**src/rtl/fpa_pkg.sv**
```systemverilog
// Package for the fixed-point ALU: request/result structs, opcodes and
// the pipeline word carried between stages. No dependencies.
package fpa_pkg;

    localparam int unsigned FracBitsDef = 8;
    localparam int unsigned DataW       = 32;

    typedef enum logic [3:0] {
        OP_ADD     = 4'd0,
        OP_SUB     = 4'd1,
        OP_MUL     = 4'd2,
        OP_DIV     = 4'd3,
        OP_LT      = 4'd4,
        OP_LE      = 4'd5,
        OP_GT      = 4'd6,
        OP_GE      = 4'd7,
        OP_EQ      = 4'd8,
        OP_NE      = 4'd9,
        OP_INC     = 4'd10,
        OP_DEC     = 4'd11,
        OP_TO_INT  = 4'd12,
        OP_FROM_INT = 4'd13
    } t_op;

    typedef struct packed {
        logic        [3:0]       req_type;
        logic signed [DataW-1:0] operand_a;
        logic signed [DataW-1:0] operand_b;
    } t_req;

    typedef struct packed {
        logic signed [DataW-1:0] result_value;
        logic                    compare_true;
        logic                    divide_by_zero;
    } t_res;

    // Word that walks the divider chain with every request.
    typedef struct packed {
        t_op              op;
        logic [DataW-1:0] simple_res;
        logic             cmp;
        logic             dz;
        logic             neg;
        logic [DataW-1:0] mag_a;
        logic [DataW-1:0] mag_b;
        logic [DataW-1:0] rem;
        logic [DataW-1:0] quo;
    } t_pipe;

endpackage

```
**src/rtl/fpa_front.sv**
```systemverilog
// Entry stage: decode, simple arithmetic, compares and operand magnitudes.
// Depends on fpa_pkg.
module fpa_front #(
    parameter int unsigned FRAC_BITS = fpa_pkg::FracBitsDef
) (
    input  logic          i_clk,
    input  logic          i_rst_n,
    input  logic          i_valid,
    input  fpa_pkg::t_req i_req,
    output logic          o_valid,
    output fpa_pkg::t_pipe o_data
);
    import fpa_pkg::*;

    logic             r_valid;
    t_pipe            r_data;
    t_pipe            n_data;
    logic             w_an;
    logic             w_bn;
    logic [DataW-1:0] w_a;
    logic [DataW-1:0] w_b;

    assign w_a  = DataW'(i_req.operand_a);
    assign w_b  = DataW'(i_req.operand_b);
    assign w_an = w_a[DataW-1];
    assign w_bn = w_b[DataW-1];

    always_comb begin
        n_data            = '0;
        n_data.op         = t_op'(i_req.req_type);
        n_data.mag_a      = w_an ? (~w_a + DataW'(1)) : w_a;
        n_data.mag_b      = w_bn ? (~w_b + DataW'(1)) : w_b;
        n_data.neg        = w_an ^ w_bn;
        unique case (t_op'(i_req.req_type))
            OP_ADD:      n_data.simple_res = w_a + w_b;
            OP_SUB:      n_data.simple_res = w_a - w_b;
            OP_DIV:      n_data.dz = (w_b == '0);
            OP_LT:       n_data.cmp = (i_req.operand_a <  i_req.operand_b);
            OP_LE:       n_data.cmp = (i_req.operand_a <= i_req.operand_b);
            OP_GT:       n_data.cmp = (i_req.operand_a >  i_req.operand_b);
            OP_GE:       n_data.cmp = (i_req.operand_a >= i_req.operand_b);
            OP_EQ:       n_data.cmp = (w_a == w_b);
            OP_NE:       n_data.cmp = (w_a != w_b);
            OP_INC:      n_data.simple_res = w_a + DataW'(1);
            OP_DEC:      n_data.simple_res = w_a - DataW'(1);
            OP_TO_INT:   n_data.neg = w_an;
            OP_FROM_INT: n_data.simple_res = w_b << FRAC_BITS;
            default:     n_data.simple_res = '0;
        endcase
    end

    always_ff @(posedge i_clk) begin
        if (!i_rst_n) begin
            r_valid <= 1'b0;
        end else begin
            r_valid <= i_valid;
        end
        r_data <= n_data;
    end

    assign o_valid = r_valid;
    assign o_data  = r_data;

endmodule

```
**config.mk**
```make
export PLATFORM = sky130hd
export DESIGN_NAME = fpa_front
export DESIGN_NICKNAME = d
export VERILOG_FILES = /design/src/rtl/fpa_pkg.sv /design/src/rtl/fpa_front.sv
export SDC_FILE = /design/constraint.sdc
export NUM_CORES = 1
export LEC_CHECK = 0
export ABC_AREA = 1
export CORE_MARGIN = 10
export CORE_UTILIZATION = 40
export CTS_CLUSTER_SIZE = 12
export DETAILED_ROUTE_END_ITERATION = 10
export DONT_BUFFER_PORTS = 1
export GPL_ROUTABILITY_DRIVEN = 0
export PLACE_DENSITY = 0.6
export SETUP_SLACK_MARGIN = 0.5
export SYNTH_ARGS = -nofsm -noshare
export SYNTH_HDL_FRONTEND = slang
export SYNTH_SLANG_ARGS = --single-unit
```
**constraint.sdc**
```tcl
create_clock -name i_clk -period 5 [get_ports i_clk]
set_input_delay 0.5 -clock i_clk [delete_from_list [all_inputs] [get_ports i_clk]]
set_output_delay 0.5 -clock i_clk [all_outputs]
set_load 0.02 [all_outputs]
```
==> impl_metrics.ini <==
[pwr]
internal_power_mw = 1.618
ir_drop_mv = 0.1659
p_leak_nw = 4.686
clockPowerShare_pct = 30.7
power.density_mw_per_mm2 = 272.5
pwr-share-comb_pct = 30.1
seqPwrFrac_pct = 39.2
netSwitchingFraction_pct = 39.11
p_sw_mw = 1.039

[cells_and_area]
n_fill_cell = 2465
areaGrowthSynthToFinish_pct = 4.618
drive_gt1_share_pct = 5.231
antennaDiodeCount = 0
final_core_util_pct = 42.81
fin_nets = 1607

[global_route]
use_met2_pct = 36.37
grt.met1_usage_pct = 29.52
overflow = 0
grt_pass1_wl_um = 53480
grt_antenna_before_repair = 1
grt_use_total_pct = 22.69
grt_pass1_vias = 9247
grt_util_met3_pct = 5.228
grt_max_degree = 37
top_usage_layer = met2

[clock_network]
tritoncts = done
cts_hold_buf = 0
cts_resized = 0
ctsHtreeMaxLevel = 3
cts_made_buffers = 9
cts_setup_buffers = 0
cts_root_buf = clkbuf_16
ctsLongestPathBuffers = 2
clock-sinks = 104
cts.clk_slew.worst_paths_ps = 70

[die]
die_w_um = 172.6
dieArea_sq_mm = 0.02981
initial_utilization_pct = 40.92
coreArea_sq_mm = 0.02278
die_h_um = 172.6
io_pins = 239
fp-row-count = 55

[detailed_routing]
drc = 0
ant_nets = 0
num_vias = 9818
routed_wl_um = 35520
vias_per_cell = 5.500
drtIter0Drc = 1147
wire_per_inst_um = 19.90
drt_first_pass_iters = 6

[hold_path]
hold_start = i_req[32]
hold_path_class = input port to flop

[yosys]
synth_most_common_cell = nand2_1
synth_area_sq_mm = 0.009320
avgSynthCellArea_sq_um = 6.327
yosysWarnings = 0
synth.distinct_cells = 47
synth_edf_count = 0
synth.top_cells.by_count = 361 x nand2_1, 153 x inv_1, 147 x nor2_1
synth.largest_area_cell = dfxtp_1
synthFlopType = dfxtp_1
netlist.area_leader.share_pct = 22.34
netlist_instances = 1473
synth_seq_area_share_pct = 22.34
yosys_register_bits = 104
async_flop_share_pct = 0
ys_top_cells_by_area = dfxtp_1 22%, nand2_1 15%, ha_1 9.0%

[worst_setup_path]
worstPathMaxFanout = 5
endpoint = o_data[151]
start_kind = input port
critPathKind = input port to flop
endpoint_kind = flop
crit_required_ps = 5210
crit_start = i_req[1]
cp.arrival_ps = 3730

[job]
cap_violations = 0

[placed_design]
io_buffers = 0
dp_hpwl_um = 30170
place_ws_ps = 1178

[sta]
finalWorstSetupSlack_ps = 1481
fmax_mhz = 284.2
period_minus_slack_ps = 3519
final-setup-viol-count = 0
rsz0062_at_grt = false
hold_viol = 0
maxSlewViolCount = 0
tns_ps = 0
period_share_pct = 70.37
relSlewSlack_pct = 55.73
tightest_slew_ps = 661.7

[outcome]
status = complete, no violations
==> how the worst min path moves through the flow <==
stage / end / slack (ps) / depth (start not counted)
finish: o_data[96] / 150 / 0
global route: o_data[96] / 140 / 0
CTS: o_data[96] / 140 / 0
detailed placement: o_data[96] / 530 / 0
global placement: o_data[96] / 530 / 0
floorplan: o_data[163] / 530 / 0
==> power groups by stage <==
stage / clock [mW] / combinational [mW] / sequential [mW]
2_1_floorplan: 0 / 0.633 / 1.04
3_3_place_gp: 0 / 0.766 / 1.07
3_5_place_dp: 0 / 0.771 / 1.06
4_1_cts: 0.831 / 0.775 / 1.05
5_1_grt: 0.860 / 0.888 / 1.05
6_report: 0.816 / 0.801 / 1.04
==> final cells by class <==
cell class / instances / area [sq um] / area share, %
multi-input combinational: 1182 / 6285 / 64.46
sequential: 104 / 2082 / 21.35
inverter: 165 / 619.3 / 6.352
tap: 313 / 391.6 / 4.016
clock buffer: 10 / 239.0 / 2.451
clock inverter: 6 / 96.34 / 0.9881
timing repair buffer: 5 / 37.54 / 0.3850
==> critical path: stages <==
cell and delay [ps]:
inv_1 130, ha_1 250, nand3_4 130, nor2_4 130
nand2_2 90, nor2_2 140, nand4_1 130, nor2_2 140
xor2_1 200, o21ai_0 170, ha_1 420, nand2_1 150
nor2_1 90, inv_1 100, nor2_1 60, nor2_1 160
nand3_1 150, or2_2 300, nand3_1 110, nand3_1 170
==> metal layers <==
layer | part of all wire (%) | vias up
met4 | 2.9 | 0
met3 | 10 | 72
li1 | - | 4698
met2 | 44 | 576
met1 | 42 | 4472
met5 | 0 | -
==> placed cells by master, fill, tap and decap left out, types with 5 or more instances in the layout <==
cell type  count
nor2_1       147
buf_4          5
conb_1        64
nand2_1      361
clkbuf_16      9
dfxtp_1      104
inv_2          9
nor3_1        20
or2_2          9
a21oi_1       98
o21ai_1       11
nand2_2        7
xor2_1        45
ha_1          67
nand4_1       21
o21bai_1      12
nand3b_1      11
nor2_2        12
a21o_1         8
xnor2_1       13
inv_1        153
o21ai_0      103
nand3_1      123
==> sequential cells by signal, summed over array words and instances (netlist names) <==
signal   cells
o_data     103
o_valid      1
==> kinds of logic after synthesis <==
group	synth area share [%]
buffers and inverters	12.77
DFF	22.34
xor gates and xnor gates	5.450
adders and majority gates	9.424
other	0.04024
AOI/OAI and AO/OA	14.62
and+or+nand+nor	35.36
==> through the flow <==
stage               hold slack, ps  cells  total power, mW  cell area [sq um]
CTS                          140.7   1785            2.651               9751
detailed placement           527.9   1769            1.835               9415
global placement             527.8   1769            1.832               9415
floorplan                    527.7   1536            1.677               9557
finish                       152.9   1785            2.657               9751
global route                 140.0   1785            2.798               9751
Power figures use the tool's default switching activity.
