### src/rtl/fpa_pkg.sv
// Package for the fixed-point ALU: request/result structs, opcodes and
// the pipeline word carried between stages. No dependencies.
package fpa_pkg;

    localparam int unsigned FracBitsDef = 8;
    localparam int unsigned DataW       = 32;

    typedef enum logic [3:0] {
        OP_ADD     = 4'd0,
        OP_SUB     = 4'd1,
        OP_MUL     = 4'd2,
        OP_DIV     = 4'd3,
        OP_LT      = 4'd4,
        OP_LE      = 4'd5,
        OP_GT      = 4'd6,
        OP_GE      = 4'd7,
        OP_EQ      = 4'd8,
        OP_NE      = 4'd9,
        OP_INC     = 4'd10,
        OP_DEC     = 4'd11,
        OP_TO_INT  = 4'd12,
        OP_FROM_INT = 4'd13
    } t_op;

    typedef struct packed {
        logic        [3:0]       req_type;
        logic signed [DataW-1:0] operand_a;
        logic signed [DataW-1:0] operand_b;
    } t_req;

    typedef struct packed {
        logic signed [DataW-1:0] result_value;
        logic                    compare_true;
        logic                    divide_by_zero;
    } t_res;

    // Word that walks the divider chain with every request.
    typedef struct packed {
        t_op              op;
        logic [DataW-1:0] simple_res;
        logic             cmp;
        logic             dz;
        logic             neg;
        logic [DataW-1:0] mag_a;
        logic [DataW-1:0] mag_b;
        logic [DataW-1:0] rem;
        logic [DataW-1:0] quo;
    } t_pipe;

endpackage

### src/rtl/fpa_div_stage.sv
// One restoring-division step: settles one quotient bit of (|a| << FRAC_BITS) / |b|.
// Depends on fpa_pkg.
module fpa_div_stage #(
    parameter int unsigned FRAC_BITS = fpa_pkg::FracBitsDef,
    parameter int unsigned BIT_IDX   = 0
) (
    input  logic           i_clk,
    input  logic           i_rst_n,
    input  logic           i_valid,
    input  fpa_pkg::t_pipe i_data,
    output logic           o_valid,
    output fpa_pkg::t_pipe o_data
);
    import fpa_pkg::*;

    localparam bit          HasBit = (BIT_IDX >= FRAC_BITS);
    localparam int unsigned ABit   = HasBit ? (BIT_IDX - FRAC_BITS) : 0;

    logic             r_valid;
    t_pipe            r_data;
    t_pipe            n_data;
    logic             w_nb;
    logic [DataW:0]   w_part;
    logic [DataW+1:0] w_diff;
    logic             w_ge;

    // Numerator bit comes straight from |a|; low FRAC_BITS bits are zero.
    assign w_nb   = HasBit ? i_data.mag_a[ABit] : 1'b0;
    assign w_part = {i_data.rem, w_nb};
    assign w_diff = {1'b0, w_part} - {2'b00, i_data.mag_b};
    assign w_ge   = ~w_diff[DataW+1];

    always_comb begin
        n_data     = i_data;
        n_data.rem = w_ge ? w_diff[DataW-1:0] : w_part[DataW-1:0];
        n_data.quo = {i_data.quo[DataW-2:0], w_ge};
    end

    always_ff @(posedge i_clk) begin
        if (!i_rst_n) begin
            r_valid <= 1'b0;
        end else begin
            r_valid <= i_valid;
        end
        r_data <= n_data;
    end

    assign o_valid = r_valid;
    assign o_data  = r_data;

endmodule

### config.mk
export PLATFORM = sky130hd
export DESIGN_NAME = fpa_div_stage
export DESIGN_NICKNAME = d
export VERILOG_FILES = /design/src/rtl/fpa_pkg.sv /design/src/rtl/fpa_div_stage.sv
export SDC_FILE = /design/constraint.sdc
export NUM_CORES = 1
export LEC_CHECK = 0
export ABC_AREA = 0
export CAP_MARGIN = 20
export CORE_AREA = 8 8 125 127
export DETAILED_ROUTE_END_ITERATION = 8
export DIE_AREA = 0 0 133 135
export DONT_BUFFER_PORTS = 1
export PLACE_DENSITY = 0.65
export SKIP_LAST_GASP = 1
export SYNTH_ARGS = -nofsm -noshare
export SYNTH_HDL_FRONTEND = slang
export SYNTH_SLANG_ARGS = --single-unit
export TNS_END_PERCENT = 50
### constraint.sdc
create_clock -name i_clk -period 3.6 [get_ports i_clk]
set_input_delay 0.72 -clock i_clk [delete_from_list [all_inputs] [get_ports i_clk]]
set_output_delay 0.72 -clock i_clk [all_outputs]
set_load 0.01 [all_outputs]
==> metrics <==
required time of the worst setup path just under 4 ns; critical path fanouts, max 3; die outline width 133 um; wire length of the first global-routing pass between 20000 and 30000 um; syn_nets around 700; area used by sequential logic in the layout about 3400 um2; WS Path Type input port to register; multi-input gate area in the final layout around 2100 um2; total negative slack 0 ns; Gates resized, CTS repair 0; placed cells approximately 670; Yosys cell types 57; commonest register cell after synthesis sky130_fd_sc_hd__dfxtp_1; post-cts hold buffer count 0; leakage power of the design between 2 and 3 nW; number of enable-type register cells in the synthesized netlist 0; setup repair after global routing missed its margin no; area of the mapped netlist 5670 um2; pre-CTS setup slack about 0.33 ns; number of hold violations in the final report 0; first drt pass iteration count 4; area share of xor/xnor cells in the synthesized design 3.71%; sequential fraction of the synthesis area between 50% and 60%; Port Buffers 0; startpoint types input port; vias in the first global route 3749; overflow left after global routing 0; TritonCTS clock tree built; Clock Pin Slew Worst Setup and Hold Paths approximately 0.070 ns; total length of routed wires around 18000 um; upper clock frequency limit roughly 350 MHz; final weighted congestion in routability-driven placement between 0.8 and 0.9; total number of placement rows between 40 and 50; period utilization about 80%; final worst slack 0.752 ns; remaining design rule violation count 0; vias per cell roughly 5.2; final net count around 700; final cell area excluding filler cells approximately 6500 um2; H-tree Lvls 4; Slew HR about 60%; fraction of the mapped netlist area in compound gates between 10% and 20%; total count of max-transition violations in the final report 0; syn avg cell area about 12 um2; effective utilization at floorplan about two fifths; most common library cell in the layout ignoring fill and taps sky130_fd_sc_hd__dfxtp_1; simple-gate share of the synthesized area under 10%; area grow syn2layout 14.7%; top-level I/O count about 340; drt initial violations 179; main combinational cell family by area after synthesis compound AO/OA/AOI/OAI gates; most frequent cells in the layout sky130_fd_sc_hd__dfxtp_1, sky130_fd_sc_hd__a21oi_1, sky130_fd_sc_hd__inv_1; dpl hpwl 14800 um; total power consumption of the routed design 4.57 mW; total global routing track utilization a little under a fifth; Post-Synthesis Cells ~490; cell count of the worst hold path 0; CTS root buffer sky130_fd_sc_hd__clkbuf_16; maximum clock path buffer count 2; height of the die between 100 and 150 um; area of the core 13600 um2; status complete, no violations; initial antenna violation count 2; routed length per instance 25.5 um; power per standard cell area between 700 and 800 nW/um2; clock tree sinks roughly 170; number of CTS-inserted buffers 17; post-route minimum period between 2 and 3 ns; pin slew with the least headroom to its limit 0.593 ns; async set-or-reset flop fraction in the synthesized netlist 0%; proportion of synthesized area in mux cells under 10%; dpl cell area around 6000 um2; fraction of layout instances using a drive strength above 1 about an eighth; worst endpoint data arrival time roughly 3.2 ns; DIE AREA roughly 18000 um2; Post-DRT Antenna Nets 0; number of storage elements in the synthesis netlist ~170; Synth Area in Adders under 10%; total vias in the final route 3687; YS warnings 0; CP Capture Type register; fin cells 703; buffers inserted by post-CTS timing repair 0; Max Cap Viol 0; final number of setup-violating endpoints 0; maximum number of pins on one net before global-route repair 23; min-delay worst type input port to register; fill count between 1000 and 1500; worst voltage drop across the vdd grid ~0.28 mV
[state kept, by name, indices dropped and copies added, names as in the netlist]
name and count:
o_data 167, o_valid 1
[logic make-up (layout without fill, tap and decap cells)]
group | count (synthesis) | after routing
buffers and inverters | 46 | 75
flip-flops | 168 | 168
XOR/XNOR | 24 | 24
adder cells (fa/ha/maj) | 32 | 32
other | 0 | 1
AO/OA/AOI/OAI | 121 | 121
multiplexers | 21 | 21
AND/OR/NAND/NOR | 81 | 81
[per-layer routing]
metal	vias up	global-route usage, %	share of wire [%]
li1	1750	-	-
met3	16	11.1	12
met2	189	34.1	52
met4	2	5.87	1.1
met5	-	0	0.073
met1	1730	17.6	35
[Yosys cell counts (3+ instances only)]
cell type / instances / share of area [%]
sky130_fd_sc_hd__xnor2_1: 20 / 3.1
sky130_fd_sc_hd__or2_2: 3 / 0.33
sky130_fd_sc_hd__a211oi_1: 6 / 0.79
sky130_fd_sc_hd__inv_1: 37 / 2.4
sky130_fd_sc_hd__nand3_1: 5 / 0.44
sky130_fd_sc_hd__o21a_1: 6 / 0.79
sky130_fd_sc_hd__clkbuf_1: 4 / 0.26
sky130_fd_sc_hd__nand2_1: 24 / 1.6
sky130_fd_sc_hd__ha_1: 31 / 6.8
sky130_fd_sc_hd__a21oi_1: 41 / 3.6
sky130_fd_sc_hd__o31ai_1: 5 / 0.66
sky130_fd_sc_hd__mux2_4: 15 / 4.0
sky130_fd_sc_hd__a21o_1: 11 / 1.5
sky130_fd_sc_hd__o211ai_1: 4 / 0.53
sky130_fd_sc_hd__mux2_1: 5 / 0.99
sky130_fd_sc_hd__nor3_1: 7 / 0.62
sky130_fd_sc_hd__o21bai_1: 3 / 0.40
sky130_fd_sc_hd__xor2_1: 4 / 0.62
sky130_fd_sc_hd__nor2_1: 18 / 1.2
sky130_fd_sc_hd__and3_1: 6 / 0.66
sky130_fd_sc_hd__dfxtp_1: 168 / 59
sky130_fd_sc_hd__nand4_1: 3 / 0.33
sky130_fd_sc_hd__o21ai_0: 21 / 1.9
[worst max-delay path, stage by stage]
cell and delay [ns]:
sky130_fd_sc_hd__inv_2 0.03, sky130_fd_sc_hd__fa_1 0.44, sky130_fd_sc_hd__a211oi_1 0.33, sky130_fd_sc_hd__o211a_1 0.25
sky130_fd_sc_hd__o31ai_2 0.09, sky130_fd_sc_hd__o41a_1 0.48, sky130_fd_sc_hd__a41oi_2 0.36, sky130_fd_sc_hd__o21a_1 0.16
sky130_fd_sc_hd__a21oi_1 0.04, sky130_fd_sc_hd__mux2_4 0.26
[report_power, final]
part / internal, mW / switching, mW
logic: 0.229 / 0.252
clock network: 1.11 / 0.782
registers: 2.02 / 0.173
total: 3.36 / 1.21
[stage by stage]
step	hold WS, ns	utilization [%]
6_report	0.325	47.8
3_5_place_dp	0.748	43.3
3_3_place_gp	0.748	43.3
4_1_cts	0.299	47.8
2_1_floorplan	0.748	-
5_1_grt	0.295	47.8
[final timing paths]
| kind | slack (ns) | endpoint | start |
|---|---|---|---|
| hold / removal | 0.32 | o_data[90]$_DFF_P_ | i_data[90] |
| setup / recovery | 0.75 | o_data[60]$_DFF_P_ | i_data[64] |
[area by class of cell]
type,count,area share (%)
antenna,1,0.0385
clock buffer,17,6.54
clock inverter,14,2.88
inverter,39,2.29
multi-input combinational,279,32.5
sequential,168,51.7
tap,180,3.46
timing repair buffer,5,0.577
(Power assumes the default switching activity.)
