`src/rtl/fpa_pkg.sv`:
```
// Package for the fixed-point ALU: request/result structs, opcodes and
// the pipeline word carried between stages. No dependencies.
package fpa_pkg;

    localparam int unsigned FracBitsDef = 8;
    localparam int unsigned DataW       = 32;

    typedef enum logic [3:0] {
        OP_ADD     = 4'd0,
        OP_SUB     = 4'd1,
        OP_MUL     = 4'd2,
        OP_DIV     = 4'd3,
        OP_LT      = 4'd4,
        OP_LE      = 4'd5,
        OP_GT      = 4'd6,
        OP_GE      = 4'd7,
        OP_EQ      = 4'd8,
        OP_NE      = 4'd9,
        OP_INC     = 4'd10,
        OP_DEC     = 4'd11,
        OP_TO_INT  = 4'd12,
        OP_FROM_INT = 4'd13
    } t_op;

    typedef struct packed {
        logic        [3:0]       req_type;
        logic signed [DataW-1:0] operand_a;
        logic signed [DataW-1:0] operand_b;
    } t_req;

    typedef struct packed {
        logic signed [DataW-1:0] result_value;
        logic                    compare_true;
        logic                    divide_by_zero;
    } t_res;

    // Word that walks the divider chain with every request.
    typedef struct packed {
        t_op              op;
        logic [DataW-1:0] simple_res;
        logic             cmp;
        logic             dz;
        logic             neg;
        logic [DataW-1:0] mag_a;
        logic [DataW-1:0] mag_b;
        logic [DataW-1:0] rem;
        logic [DataW-1:0] quo;
    } t_pipe;

endpackage

```
`src/rtl/fpa_back.sv`:
```
// Exit stages: magnitude multiply, then scale, sign and result select.
// Depends on fpa_pkg.
module fpa_back #(
    parameter int unsigned FRAC_BITS = fpa_pkg::FracBitsDef
) (
    input  logic           i_clk,
    input  logic           i_rst_n,
    input  logic           i_valid,
    input  fpa_pkg::t_pipe i_data,
    output logic           o_strobe,
    output fpa_pkg::t_res  o_res
);
    import fpa_pkg::*;

    logic                 r_valid1;
    t_op                  r_op;
    logic [DataW-1:0]     r_simple;
    logic                 r_cmp;
    logic                 r_dz;
    logic                 r_neg;
    logic [2*DataW-1:0]   r_prod;
    logic [DataW-1:0]     r_mag;
    logic                 r_strobe;
    t_res                 r_res;
    t_res                 n_res;
    logic [DataW-1:0]     w_mag;
    logic [DataW-1:0]     w_signed;

    always_ff @(posedge i_clk) begin
        if (!i_rst_n) begin
            r_valid1 <= 1'b0;
            r_strobe <= 1'b0;
        end else begin
            r_valid1 <= i_valid;
            r_strobe <= r_valid1;
        end
        r_op     <= i_data.op;
        r_simple <= i_data.simple_res;
        r_cmp    <= i_data.cmp;
        r_dz     <= i_data.dz;
        r_neg    <= i_data.neg;
        r_prod   <= {{DataW{1'b0}}, i_data.mag_a} * {{DataW{1'b0}}, i_data.mag_b};
        r_mag    <= (i_data.op == OP_DIV) ? i_data.quo : (i_data.mag_a >> FRAC_BITS);
        r_res    <= n_res;
    end

    assign w_mag    = (r_op == OP_MUL) ? DataW'(r_prod >> FRAC_BITS) : r_mag;
    assign w_signed = r_neg ? (~w_mag + DataW'(1)) : w_mag;

    always_comb begin
        n_res                = '0;
        n_res.compare_true   = r_cmp;
        n_res.divide_by_zero = r_dz;
        case (r_op) inside
            OP_MUL, OP_TO_INT: n_res.result_value = w_signed;
            OP_DIV:            n_res.result_value = r_dz ? '0 : w_signed;
            default:           n_res.result_value = r_simple;
        endcase
    end

    assign o_strobe = r_strobe;
    assign o_res    = r_res;

endmodule

```
`config.mk`:
```
export PLATFORM = sky130hd
export DESIGN_NAME = fpa_back
export DESIGN_NICKNAME = d
export VERILOG_FILES = /design/src/rtl/fpa_pkg.sv /design/src/rtl/fpa_back.sv
export SDC_FILE = /design/constraint.sdc
export NUM_CORES = 2
export LEC_CHECK = 0
export BUFFER_PORTS_ARGS = -buffer_cell sky130_fd_sc_hd__buf_2
export CAP_MARGIN = 15
export CORE_MARGIN = 2
export CORE_UTILIZATION = 30
export CTS_BUF_LIST = sky130_fd_sc_hd__clkbuf_8
export DETAILED_ROUTE_END_ITERATION = 12
export PLACE_DENSITY_LB_ADDON = 0.08
export SLEW_MARGIN = 20
export SYNTH_ARGS = -nofsm -noshare
export SYNTH_HDL_FRONTEND = slang
export SYNTH_SLANG_ARGS = --single-unit
```
`constraint.sdc`:
```
create_clock -name i_clk -period 6.85 [get_ports i_clk]
set_input_delay 0.685 -clock i_clk [delete_from_list [all_inputs] [get_ports i_clk]]
set_output_delay 0.685 -clock i_clk [all_outputs]
set_load 0.01 [all_outputs]
```
==> run_results.csv <==
group,metric,value,unit
route,drt_first_iter_violations,953,
synthesis,synth_compound_area_frac,0.03907,
route,wire_per_inst,20.91,um
clocking,clockRootBuffer,"clkbuf_8",
layout,mostFrequentLayoutCell,"fa_1",
timing,fin_skew,16.13,ps
job,cap_violations,0,
timing,fin_setup_tns,0,ps
clocking,numClockSinks,139,
setup_path,path_buf_inv,4,
timing,worst_pin_slew,875.6,ps
synthesis,synth_top_family_by_area,"adder cells",
layout,fillCellCount,9337,
floorplanning,die_area,0.09295,mm2
synthesis,synth.area.top_cells,"fa_1 46%, dfxtp_1 10%, and2_1 9.7%",
setup_path,path_max_fanout,9,
synthesis,synth_seq_cells,139,
clocking,insertion_delay,470,ps
synthesis,synthMuxAreaShare,0.02225,
setup_path,r2r_slack,3450,ps
hold_path,hold_depth,1,
layout,drive_gt1_frac,0.1883,
timing,slew_headroom,0.4163,
route,detail-route-antenna-nets,0,
grt,first_global_vias,22514,
synthesis,yosysTopAreaCellShare,0.4592,
route,viasPerCell,4.521,
placement,gp_congestion,0.8733,
layout,final_core_util,0.3572,
clocking,cts_buffers,17,
placement,pre_cts_slack,-640.9,ps
grt,grt_max_degree,43,
timing,fin_crit,6715,ps
clocking,path_clk_slew,90,ps
floorplanning,core,0.08987,mm2
clocking,htreeDepth,4,
timing,drv_slew,0,
setup_path,critPathKind,"in -> reg",
synthesis,synthSimpleGateAreaFrac,0.1701,
layout,layout_common_cells,"606 x fa_1, 605 x inv_1, 407 x and2_1",
timing,post-route-worst-setup-slack,134.9,ps
setup_path,start_kind,"primary input",
placement,placed_area,0.03125,mm2
synthesis,synth_seq_area_share,0.1025,
setup_path,required,7220,ps
synthesis,synth_warnings,0,
layout,nets,4161,
timing,hold_viol_final,0,
floorplanning,die_h,304.9,um
synthesis,synth_top_area_cell,"fa_1",
route,vias,19970,
synthesis,netlist_area,0.02716,mm2
hold_path,worstHoldPathType,"in -> reg",
floorplanning,io_pins,205,
setup_path,max_stage_delay,590,ps
grt,antenna_found_initial,8,
hold_path,min_from,"i_data[159]",
grt,grt_pass1_wl,141600,um
layout,multiInputGateArea,0.02178,mm2
floorplanning,rows,110,
synthesis,synthAdderAreaFrac,0.5246,
grt,gr-usage-all-layers,0.2043,
synthesis,async_reset_ff_frac,0,
route,routed_wl,92360,um
setup_path,cpMostUsedCell,"fa_2",
layout,syn_to_final_growth,18.19,%
synthesis,synth_nets,3829,
setup_path,rr_endpoint,"o_res[29]",
synthesis,synth-edff-count,0,
setup_path,critPathCaptureType,"register",
setup_path,cp_cell_sequence,"buf_4, and2_1, fa_2, fa_1, fa_1, inv_1, fa_2, inv_1, fa_1, fa_2, fa_2, fa_2, ha_4, a21o_1, a211o_1, nor4b_4, buf_6, a2111oi_4, o211ai_1, a21oi_1, xor2_1",
setup_path,rr_worst_depth,8,
layout,ff_latch_area,0.002783,mm2
clocking,clockBufferDepth,2,
grt,grt_overflow,0,
setup_path,cp_slowest_cell,"fa_2",
hold_path,hold_path_end,"r_simple[28]",
floorplanning,start_util,0.3022,
status,status,"finished clean",
synthesis,synth_cell_type_count,66,
timing,rsz0062_at_grt,"true",
timing,layout_worst_path_cycle_share,0.9803,
floorplanning,dieWidth,304.9,um
setup_path,cp.arrival,7090,ps
clocking,hold_buffers,0,
synthesis,synth-main-ff-cell,"dfxtp_1",
synthesis,synthXorXnorAreaFrac,0.03404,
clocking,cts_tree,"yes",
route,drt_pass1_iterations,6,
placement,dp_hpwl,80820,um
synthesis,avgSynthCellArea,9.385,um2
layout,stdcell_area,0.03210,mm2
setup_path,r2r-start,"r_op[0]",
placement,port_buffers,172,
timing,max_freq,148.9,MHz
synthesis,synthCells,2894,
timing,setup_viol,0,
setup_path,crit_family,"adder cells",
route,remaining_drc_errors,0,
==> repair_timing <==
action                                  4_1_cts  5_1_grt
setup buffers                                 0        1
pin swaps                                     2       62
endpoints found under the setup margin       11       19
endpoints found under the hold margin         0        0
resized for setup                             7      137
==> synthesized netlist by cell type, drive strengths merged (2+ instances only) <==
cell       n
and2     419
a31oi     11
and4       2
nor4b      3
o21ai     54
a21o       7
nand2    394
dfxtp    139
xor2      36
nand3      9
o211ai     3
nor3      20
clkbuf   150
o21a       6
o31ai     12
mux2      27
a211o      3
inv      609
o21bai     5
or4        2
nor4       2
mux2i     30
buf        8
xnor2     67
nor2      23
o311ai     2
o2111ai    2
and3       2
ha       142
fa       623
a21oi     36
nand4      7
nor2b      3
a211oi     2
nand2b     4
a41oi      5
or3        8
==> metrics by stage <==
step | instances | hold WS (ps)
after global routing | 4417 | 272.4
final | 4417 | 310.1
after global placement | 4382 | 316.9
after floorplan | 2894 | 309.6
after detailed placement | 4382 | 321.2
after CTS | 4414 | 260.1
==> cell type report <==
class | count | area share
multi-input combinational | 1987 | 0.6784
timing repair buffer | 471 | 0.1061
antenna | 2 | 0.0001559
sequential | 139 | 0.08669
inverter | 610 | 0.07133
clock buffer | 19 | 0.008146
clock inverter | 13 | 0.003313
tap | 1176 | 0.04584
==> worst register-to-register path, stage by stage (launching register included) <==
cell and delay, ps:
dfxtp_1 360, nor4b_4 290, buf_4 560, mux2i_1 540
and4_1 350, o2111ai_2 490, o31ai_1 430, xor2_1 190
o21ai_1 70
==> sequential cells by signal (all words and copies together) (netlist names) <==
register	cells
o_res	34
o_strobe	1
r_cmp	1
r_dz	1
r_mag	32
r_neg	1
r_op	4
r_prod	32
r_simple	32
r_valid1	1
==> worst max-delay path by stage <==
stage,from,to,cells after the start
floorplan,i_data[75],r_prod[37],22
global placement,i_data[103],r_prod[22],23
global route,i_data[69],r_prod[38],21
finish,i_data[69],r_prod[38],21
CTS,i_data[106],r_prod[38],21
detailed placement,i_data[103],r_prod[22],23
==> logic make-up (layout without fill, tap and decap cells) <==
| family | count (synthesis) | after routing |
|---|---|---|
| buffers and inverters | 768 | 1113 |
| other | 0 | 2 |
| flip-flops | 139 | 139 |
| AO/OA/AOI/OAI | 160 | 160 |
| adder cells (fa/ha/maj) | 765 | 765 |
| XOR/XNOR | 104 | 104 |
| multiplexers | 57 | 57 |
| AND/OR/NAND/NOR | 901 | 901 |
==> layer usage <==
layer / wire length, um / global-route usage / part of all wire / vias up
met5: 13 / 0 / 0.00014 / -
li1: - / - / - / 9133
met1: 42800 / 0.2852 / 0.46 / 10318
met2: 44920 / 0.3469 / 0.49 / 433
met4: 1772 / 0.04617 / 0.019 / 2
met3: 2857 / 0.01377 / 0.031 / 84
Power is left out: the tool's default activity adds up to more than one toggle a clock period on the data nets, which glitch-free logic cannot reach.
